## src/pcc_pkg.sv

```systemverilog
`timescale 1ns / 1ps

package pcc_pkg;

  // Field widths
  localparam int FUNC_W = 2;
  localparam int ADDR_W = 11;
  localparam int BYTE_W = 8;
  localparam int HALF_W = 16;
  localparam int PTR_W  = 17;
  localparam int STEP_W = 5;

  // Pointer layout and acceptance limits
  localparam int PTR_SPAN = 4;
  localparam int MIN_LEN  = 2;

  // Operation codes
  localparam logic [FUNC_W-1:0] FUNC_LOAD  = 2'd0;
  localparam logic [FUNC_W-1:0] FUNC_CHECK = 2'd1;
  localparam logic [FUNC_W-1:0] FUNC_READ  = 2'd2;
  localparam logic [FUNC_W-1:0] FUNC_CLEAR = 2'd3;

  typedef logic [STEP_W-1:0] step_t;

  // Microprogram addresses
  localparam step_t S_RST_CLR  = 5'd0;
  localparam step_t S_IDLE     = 5'd1;
  localparam step_t S_LOAD     = 5'd2;
  localparam step_t S_RD0      = 5'd3;
  localparam step_t S_RD1      = 5'd4;
  localparam step_t S_CLR      = 5'd5;
  localparam step_t S_CK_KNOWN = 5'd6;
  localparam step_t S_CK_RD    = 5'd7;
  localparam step_t S_CK_CAP   = 5'd8;
  localparam step_t S_CK_TEST  = 5'd9;
  localparam step_t S_SCAN_RD  = 5'd10;
  localparam step_t S_SCAN_CHK = 5'd11;
  localparam step_t S_SCAN_END = 5'd12;
  localparam step_t S_MARK     = 5'd13;
  localparam step_t S_MARKP    = 5'd14;
  localparam step_t S_FOUND    = 5'd15;
  localparam step_t S_DONE     = 5'd16;

  typedef enum logic [3:0] {
    COND_ALWAYS    = 4'd0,
    COND_REQ       = 4'd1,
    COND_CNT_END   = 4'd2,
    COND_CNT_PTR   = 4'd3,
    COND_PTR_BAD   = 4'd4,
    COND_SCAN_STOP = 4'd5,
    COND_OWN_NZ    = 4'd6,
    COND_CNT_LEN   = 4'd7,
    COND_OUT_FREE  = 4'd8
  } cond_t;

  typedef enum logic {
    CNT_HOLD = 1'b0,
    CNT_STEP = 1'b1
  } cnt_op_t;

  typedef enum logic [1:0] {
    OA_CNT = 2'd0,
    OA_A   = 2'd1,
    OA_S   = 2'd2
  } oaddr_t;

  typedef enum logic [1:0] {
    OW_NONE  = 2'd0,
    OW_ON    = 2'd1,
    OW_KNOWN = 2'd2
  } owe_t;

  // One control word of the microprogram
  typedef struct packed {
    cond_t   cond;
    step_t   jt;
    step_t   jf;
    logic    dispatch;
    logic    take_in;
    cnt_op_t cnt_op;
    oaddr_t  oaddr_sel;
    owe_t    owe;
    logic    owd_a;
    logic    own_re;
    logic    byte_we;
    logic    byte_re;
    logic    cap_byte;
    logic    cap_read;
    logic    set_found;
    logic    out_load;
  } ctrl_t;

  // Datapath conditions fed back to the sequencer
  typedef struct packed {
    logic cnt_end;
    logic cnt_ptr;
    logic cnt_len;
    logic ptr_bad;
    logic own_nz;
    logic out_free;
  } status_t;

  // Entry point of each operation
  function automatic step_t pcc_entry(input logic [FUNC_W-1:0] f);
    step_t s;
    case (f)
      FUNC_LOAD:  s = S_LOAD;
      FUNC_CHECK: s = S_CK_KNOWN;
      FUNC_READ:  s = S_RD0;
      FUNC_CLEAR: s = S_CLR;
      default:    s = S_IDLE;
    endcase
    return s;
  endfunction

  // Microprogram store
  function automatic ctrl_t pcc_rom(input step_t s);
    ctrl_t c;
    c = '0;
    c.cond = COND_ALWAYS;
    c.cnt_op = CNT_HOLD;
    c.oaddr_sel = OA_CNT;
    c.owe = OW_NONE;
    c.jt = S_IDLE;
    c.jf = S_IDLE;
    case (s)
      S_RST_CLR: begin
        c.cond = COND_CNT_END; c.jt = S_IDLE; c.jf = S_RST_CLR;
        c.owe = OW_ON; c.oaddr_sel = OA_CNT; c.cnt_op = CNT_STEP;
      end
      S_IDLE: begin
        c.cond = COND_REQ; c.dispatch = 1'b1; c.jf = S_IDLE; c.take_in = 1'b1;
      end
      S_LOAD: begin
        c.jt = S_DONE; c.byte_we = 1'b1;
      end
      S_RD0: begin
        c.jt = S_RD1; c.byte_re = 1'b1; c.own_re = 1'b1; c.oaddr_sel = OA_A;
      end
      S_RD1: begin
        c.jt = S_DONE; c.cap_read = 1'b1;
      end
      S_CLR: begin
        c.cond = COND_CNT_END; c.jt = S_DONE; c.jf = S_CLR;
        c.owe = OW_ON; c.oaddr_sel = OA_CNT; c.cnt_op = CNT_STEP;
      end
      S_CK_KNOWN: begin
        c.cond = COND_CNT_PTR; c.jt = S_CK_RD; c.jf = S_CK_KNOWN;
        c.owe = OW_KNOWN; c.owd_a = 1'b1; c.oaddr_sel = OA_A; c.cnt_op = CNT_STEP;
      end
      S_CK_RD: begin
        c.jt = S_CK_CAP; c.byte_re = 1'b1;
      end
      S_CK_CAP: begin
        c.cond = COND_CNT_PTR; c.jt = S_CK_TEST; c.jf = S_CK_RD;
        c.cap_byte = 1'b1; c.cnt_op = CNT_STEP;
      end
      S_CK_TEST: begin
        c.cond = COND_PTR_BAD; c.jt = S_DONE; c.jf = S_SCAN_RD;
      end
      S_SCAN_RD: begin
        c.jt = S_SCAN_CHK; c.own_re = 1'b1; c.oaddr_sel = OA_S;
      end
      S_SCAN_CHK: begin
        c.cond = COND_SCAN_STOP; c.jt = S_SCAN_END; c.jf = S_SCAN_RD;
        c.cnt_op = CNT_STEP;
      end
      S_SCAN_END: begin
        c.cond = COND_OWN_NZ; c.jt = S_DONE; c.jf = S_MARK;
      end
      S_MARK: begin
        c.cond = COND_CNT_LEN; c.jt = S_MARKP; c.jf = S_MARK;
        c.owe = OW_ON; c.owd_a = 1'b1; c.oaddr_sel = OA_S; c.cnt_op = CNT_STEP;
      end
      S_MARKP: begin
        c.cond = COND_CNT_PTR; c.jt = S_FOUND; c.jf = S_MARKP;
        c.owe = OW_ON; c.owd_a = 1'b1; c.oaddr_sel = OA_A; c.cnt_op = CNT_STEP;
      end
      S_FOUND: begin
        c.jt = S_DONE; c.set_found = 1'b1;
      end
      S_DONE: begin
        c.cond = COND_OUT_FREE; c.jt = S_IDLE; c.jf = S_DONE; c.out_load = 1'b1;
      end
      default: begin
        c.jt = S_IDLE;
      end
    endcase
    return c;
  endfunction

endpackage

```

## src/pcc_seq.sv

```systemverilog
`timescale 1ns / 1ps

module pcc_seq
  import pcc_pkg::*;
(
  input  logic                clk,
  input  logic                rst,
  input  logic                req_accept,
  input  logic [FUNC_W-1:0]   func,
  input  status_t             status,
  output ctrl_t               ctrl,
  output logic                jump
);

  step_t step;
  step_t step_next;

  // Fetch the control word of the current step
  assign ctrl = pcc_rom(step);

  // Evaluate the jump condition
  always_comb begin
    case (ctrl.cond)
      COND_ALWAYS:    jump = 1'b1;
      COND_REQ:       jump = req_accept;
      COND_CNT_END:   jump = status.cnt_end;
      COND_CNT_PTR:   jump = status.cnt_ptr;
      COND_PTR_BAD:   jump = status.ptr_bad;
      COND_SCAN_STOP: jump = status.own_nz | status.cnt_len;
      COND_OWN_NZ:    jump = status.own_nz;
      COND_CNT_LEN:   jump = status.cnt_len;
      COND_OUT_FREE:  jump = status.out_free;
      default:        jump = 1'b0;
    endcase
  end

  // Pick the next step
  always_comb begin
    if (!jump) begin
      step_next = ctrl.jf;
    end else if (ctrl.dispatch) begin
      step_next = pcc_entry(func);
    end else begin
      step_next = ctrl.jt;
    end
  end

  // Start with the owner map clearing pass
  always_ff @(posedge clk) begin
    if (rst) begin
      step <= S_RST_CLR;
    end else begin
      step <= step_next;
    end
  end

endmodule

```

## config.mk

```make
export PLATFORM = sky130hd
export DESIGN_NAME = pcc_seq
export DESIGN_NICKNAME = d
export VERILOG_FILES = /design/src/pcc_pkg.sv /design/src/pcc_seq.sv
export SDC_FILE = /design/constraint.sdc
export NUM_CORES = 1
export LEC_CHECK = 0
export BUFFER_PORTS_ARGS = -buffer_cell sky130_fd_sc_hd__buf_2
export CORE_MARGIN = 10
export CORE_UTILIZATION = 25
export CTS_CLUSTER_DIAMETER = 50
export CTS_CLUSTER_SIZE = 30
export DETAILED_ROUTE_END_ITERATION = 16
export PLACE_DENSITY = 0.48
export SETUP_SLACK_MARGIN = 0.3
export SLEW_MARGIN = 10
export SYNTH_ARGS = -nofsm -noshare
export SYNTH_HDL_FRONTEND = slang
export SYNTH_SLANG_ARGS = --single-unit
```

## constraint.sdc

```tcl
create_clock -name clk -period 2.8 [get_ports clk]
set_input_delay 0.56 -clock clk [delete_from_list [all_inputs] [get_ports clk]]
set_output_delay 0.56 -clock clk [all_outputs]
set_load 0.02 [all_outputs]
```

Word level (Yosys, flattened, before mapping)
Index checks and enable logic that the tools add are counted.
{ "totals": {"regBits": 5, "latch_bits": 0, "ramBits": 0, "mem_bits_ro": 0, "in_bits": 11, "out_inout_bits": 30, "memories": 0} }
{ "classes": {"addsub": 0, "multipliers": 0, "n_div": 0, "n_lt_le_gt_ge": 0, "eq_ne": 27, "shift": 0, "n_mux": 19, "bitwise": 1, "reduce_logical": 15} }
{ "ops": {"columns": ["op", "n"], "rows": [
  ["$pmux 5 s9", 1],
  ["$eq 5x4->1 const B", 8],
  ["$pmux 5 s8", 1],
  ["$pmux 4 s8", 1],
  ["$eq 5x3->1 const B", 4],
  ["$pmux 5 s4", 1],
  ["$eq 4x3->1 const B", 4],
  ["$reduce_or 2->1", 6],
  ["$eq 5x2->1 const B", 2],
  ["$mux 5", 2],
  ["$mux 1", 9],
  ["$pmux 1 s9", 1],
  ["$reduce_or 3->1", 3],
  ["$eq 4x2->1 const B", 2],
  ["$pmux 2 s2", 2],
  ["$reduce_or 7->1", 1],
  ["$reduce_or 6->1", 1],
  ["$eq 5x1->1 const B", 1],
  ["$eq 5x5->1 const B", 1],
  ["$logic_not 5->1", 1],
  ["$eq 2x2->1 const B", 2],
  ["$eq 4x1->1 const B", 1],
  ["$eq 4x4->1 const B", 1],
  ["$logic_not 4->1", 1],
  ["5 further kinds", 5]
]} }

Longest topological paths before layout
{ "logic_depth": {"depth_word": 6, "ltp_mapped": 7, "ltp_nobuf": 5} }

Least setup slack after synthesis
Ideal clock, no wire load.
{ "synth_timing": {"kind": "register to output", "from": "register step[0]", "to": "output ctrl[26] (netlist name)", "arrival_time_ns": 2.018, "setup_slack_ns": 0.222, "stages_incl_launch_ff": 7, "n_path_buf": 4, "path_cell_list": "dfxtp_1 > clkbuf_1 > clkbuf_1 > buf_2 > buf_2 > nor3_1 > nor4_1"} }
{ "synth_rtl": {"columns": ["item", "line_no", "source"], "rows": [
  ["from (decl)", "pcc_seq.sv:15", "step_t step;"],
  ["from (signal assigned)", "pcc_seq.sv:53", "step <= step_next;"],
  ["to (decl)", "pcc_seq.sv:11", "output ctrl_t ctrl,"]
]} }

Final worst setup path
{ "layout_timing": {"from": "register step[1]", "to": "output jump"} }
{ "layout_via": {"elab_chain_cells": 5, "word_cells_on_any_way": 24} }
{ "layout_rtl": {"columns": ["item", "line_no", "source"], "rows": [
  ["$eq 5x4->1, or another cell as far along", "pcc_pkg.sv:126", "case (s)"],
  ["$reduce_or 3->1 (no source line) / $reduce_or 2->1 (equally long branches)", null, null],
  ["$pmux 4 s8 *", "pcc_pkg.sv:126", null],
  ["$eq 4x4->1, or another cell as far along", "pcc_seq.sv:23", "case (ctrl.cond)"],
  ["$pmux 1 s9 *", "pcc_seq.sv:23", null],
  ["to (decl)", "pcc_seq.sv:12", "output logic jump"]
]} }
Every way passes the cells marked *; elsewhere a longest branch is shown, timed or not.

==> impl_metrics.yaml <==
outcome:
  status: "completed"
yosys:
  synth_edf_count: 0
  synthCells: 145
  async_reset_ff_share_pct: 0
  synth_top_area_cell: "dfxtp_1"
  ys_types: 47
  synthesis.area_um2: 958
  syn_nets: 156
  synth_common_cells: "a21oi_1 (12), nor2_1 (11), clkbuf_1 (9), nand2_1 (9), nor3_1 (9)"
  synth.area.top_cells: "dfxtp_1 (10%), a21oi_1 (6.3%), nor3_1 (4.7%)"
  yosysTopAreaCellShare_pct: 10.4
  ys_ff_latch: 5
  synthFlopType: "dfxtp_1"
  ys_warn_count: 0
  syn_avg_cell_area_um2: 6.61
  ys_seq_area_share_pct: 10.4
  synth_most_common_cell: "a21oi_1"
route:
  drc: 0
  vias: 1240
  via_per_inst: 5.32
  ant_nets: 0
  drt_iter0_markers: 85
  drt-total-wl_um: 3770
  dr.pass1.iters: 4
  routedWlPerCell_um: 16.2
grt:
  antenna_found_initial: 0
  grt_pass1_wl_um: 5820
  grt.total_usage_pct: 10.6
  grt_max_degree: 27
  grt-ovfl-total: 0
  grt_pass1_vias: 1185
hold_path:
  hold_path_depth: 2
  worstHoldStart: "rst"
  hold_path_end: "step[2]"
  min_path_type: "in2reg"
cts:
  clock_sinks: 5
  clk_pin_slew_worst_paths_ps: 40
  htreeDepth: 1
  clkLatencyLatePin_ps: 220
  cts_buffers: 3
  cts_buffer_depth: 2
  cts_tree: "yes"
  clock-root-buffer: "clkbuf_8"
floorplanning:
  dieArea_mm2: 0.00671
  die_w_um: 81.9
  die_y_um: 81.9
  io_pins: 41
  core_mm2: 0.00369
  start_util_pct: 26.0
  rows: 22
worst_setup_path:
  worst_r2r_endpoint: "step[2]"
  cp_data_arrival_time_ps: 1860
  slowest_stage: "or3b_1"
  startpoint_type: "flip-flop"
  cpPeakStageDelay_ps: 410
  crit_type: "reg2out"
  timing.rr.start: "step[1]"
  critPathBufInv: 1
  worstPathCellList: "or3b_1 -> a2111o_1 -> and4bb_4 -> nand2_2 -> buf_4"
  critPathMaxFanout: 10
  cp.required_ps: 2240
  r2r_setup_slack_ps: 850
  cp-end-kind: "primary output"
  critPathTopFamily: "simple AND/OR/NAND/NOR gates"
  reg2regPathDepth: 5
timing:
  whs_ps: 556
  period_share_pct: 86.4
  finalHoldViolCount: 0
  setup_viol_count_final: 0
  worst_pin_slew_ps: 440
  final.min_clock_period_ps: 2420
  drv_slew: 0
  fin_skew_ps: 2.93
  rsz0062_at_grt: "false"
  fmax_ghz: 0.413
  max-slew-margin-rel_pct: 70.2
  finalSetupTns_ps: 0
placed_design:
  port_buffers: 40
  gp_congestion: 0.874
  hpwl_um: 2900
final_layout:
  largest_reg_flops: 5
  area_growth_pct: 37.5
  regArea_um2: 113
  drive_gt1_share_pct: 35.7
  reg_top3: "step (5)"
  num-nets-final: 197
  largest-register: "step"
  multi_input_area_um2: 769
  final.fill_count: 434
  n_antenna_cell: 0
pwr:
  irDropWorstVdd_mv: 0.432
  leakage_nw: 0.630
  power_density_mw_per_mm2: 906
job:
  max_cap_violations: 0
[how the worst max path moves through the flow]
| stage | startpoint | to | slack (ps) | cells after the start |
|---|---|---|---|---|
| finish | step[1] | jump | 380 | 5 |
| global placement | step[1] | jump | 430 | 5 |
| detailed placement | step[1] | jump | 410 | 5 |
| global route | step[1] | jump | 320 | 5 |
| CTS | step[1] | jump | 330 | 5 |
| floorplan | step[1] | ctrl[10] | 380 | 5 |
[layer usage]
metal	vias to the layer above	GRT usage, %	part of all wire [%]
met5	-	0	0
met4	0	2.72	1.9
met3	6	2.40	4.4
met2	41	16.8	47
met1	578	14.1	47
li1	615	-	-
[worst register-to-register path, stage by stage (launching register included)]
cell and delay (ps):
dfxtp_4 370, or3b_1 410, a2111o_1 390, and4bb_4 230, a221o_1 340, a21oi_1 130
[area by class of cell]
| type | count | area share, % |
|---|---|---|
| multi-input combinational | 116 | 58.4 |
| timing repair buffer | 54 | 23.4 |
| sequential | 5 | 8.55 |
| tap | 48 | 4.56 |
| clock buffer | 4 | 3.42 |
| inverter | 6 | 1.71 |
[where the power goes]
group | internal (mW) | switching [mW] | total (mW)
logic | 0.350 | 0.567 | 0.918
registers | 0.0936 | 0.0521 | 0.146
clock network | 0.0975 | 0.0326 | 0.130
[cells in the final DEF, fill, tap and decap left out, types with 2 or more instances in the layout]
cell,count
nand3_1,5
nor2b_1,4
a221oi_1,2
and2_1,2
nor3_1,9
buf_4,15
xor2_1,3
a21oi_1,12
a211oi_1,2
a31oi_1,2
o21ai_0,6
dfxtp_4,3
nand2_1,8
nor4b_1,4
a21o_1,3
clkbuf_8,3
a211o_1,2
nor2_1,11
nor3b_1,3
inv_1,6
o22a_1,2
nand2b_1,6
buf_2,39
mux2i_1,2
or3_1,3
nand3b_1,3
[metrics by stage]
step | power, mW | area (um^2) | util, % | setup slack, ps | instances
4_1_cts | 1.17 | 1260 | 34.3 | 335 | 227
6_report | 1.19 | 1320 | 35.7 | 381 | 233
3_3_place_gp | 1.01 | 1210 | 32.7 | 427 | 223
5_1_grt | 1.29 | 1320 | 35.7 | 318 | 233
3_5_place_dp | 1.01 | 1210 | 32.7 | 410 | 223
2_1_floorplan | 0.773 | 965 | - | 376 | 145
[cell families (layout without fill, tap and decap cells)]
kind of cell           Yosys count  in the layout  share of synthesized area (%)
AND/OR/NAND/NOR                 68             68                           41.8
multiplexers                     2              2                           2.09
flip-flops                       5              5                           10.4
XOR/XNOR                         4              4                           3.66
AO/OA/AOI/OAI                   42             42                           31.6
buffers and inverters           24             64                           10.4
[timing repair]
action,in CTS,in global routing
endpoints found under the setup margin,3,1
pin swaps,0,1
buffers inserted,0,6
resized for setup,7,3
hold buffers,0,0
No activity file was read; power rests on OpenSTA's default activity.
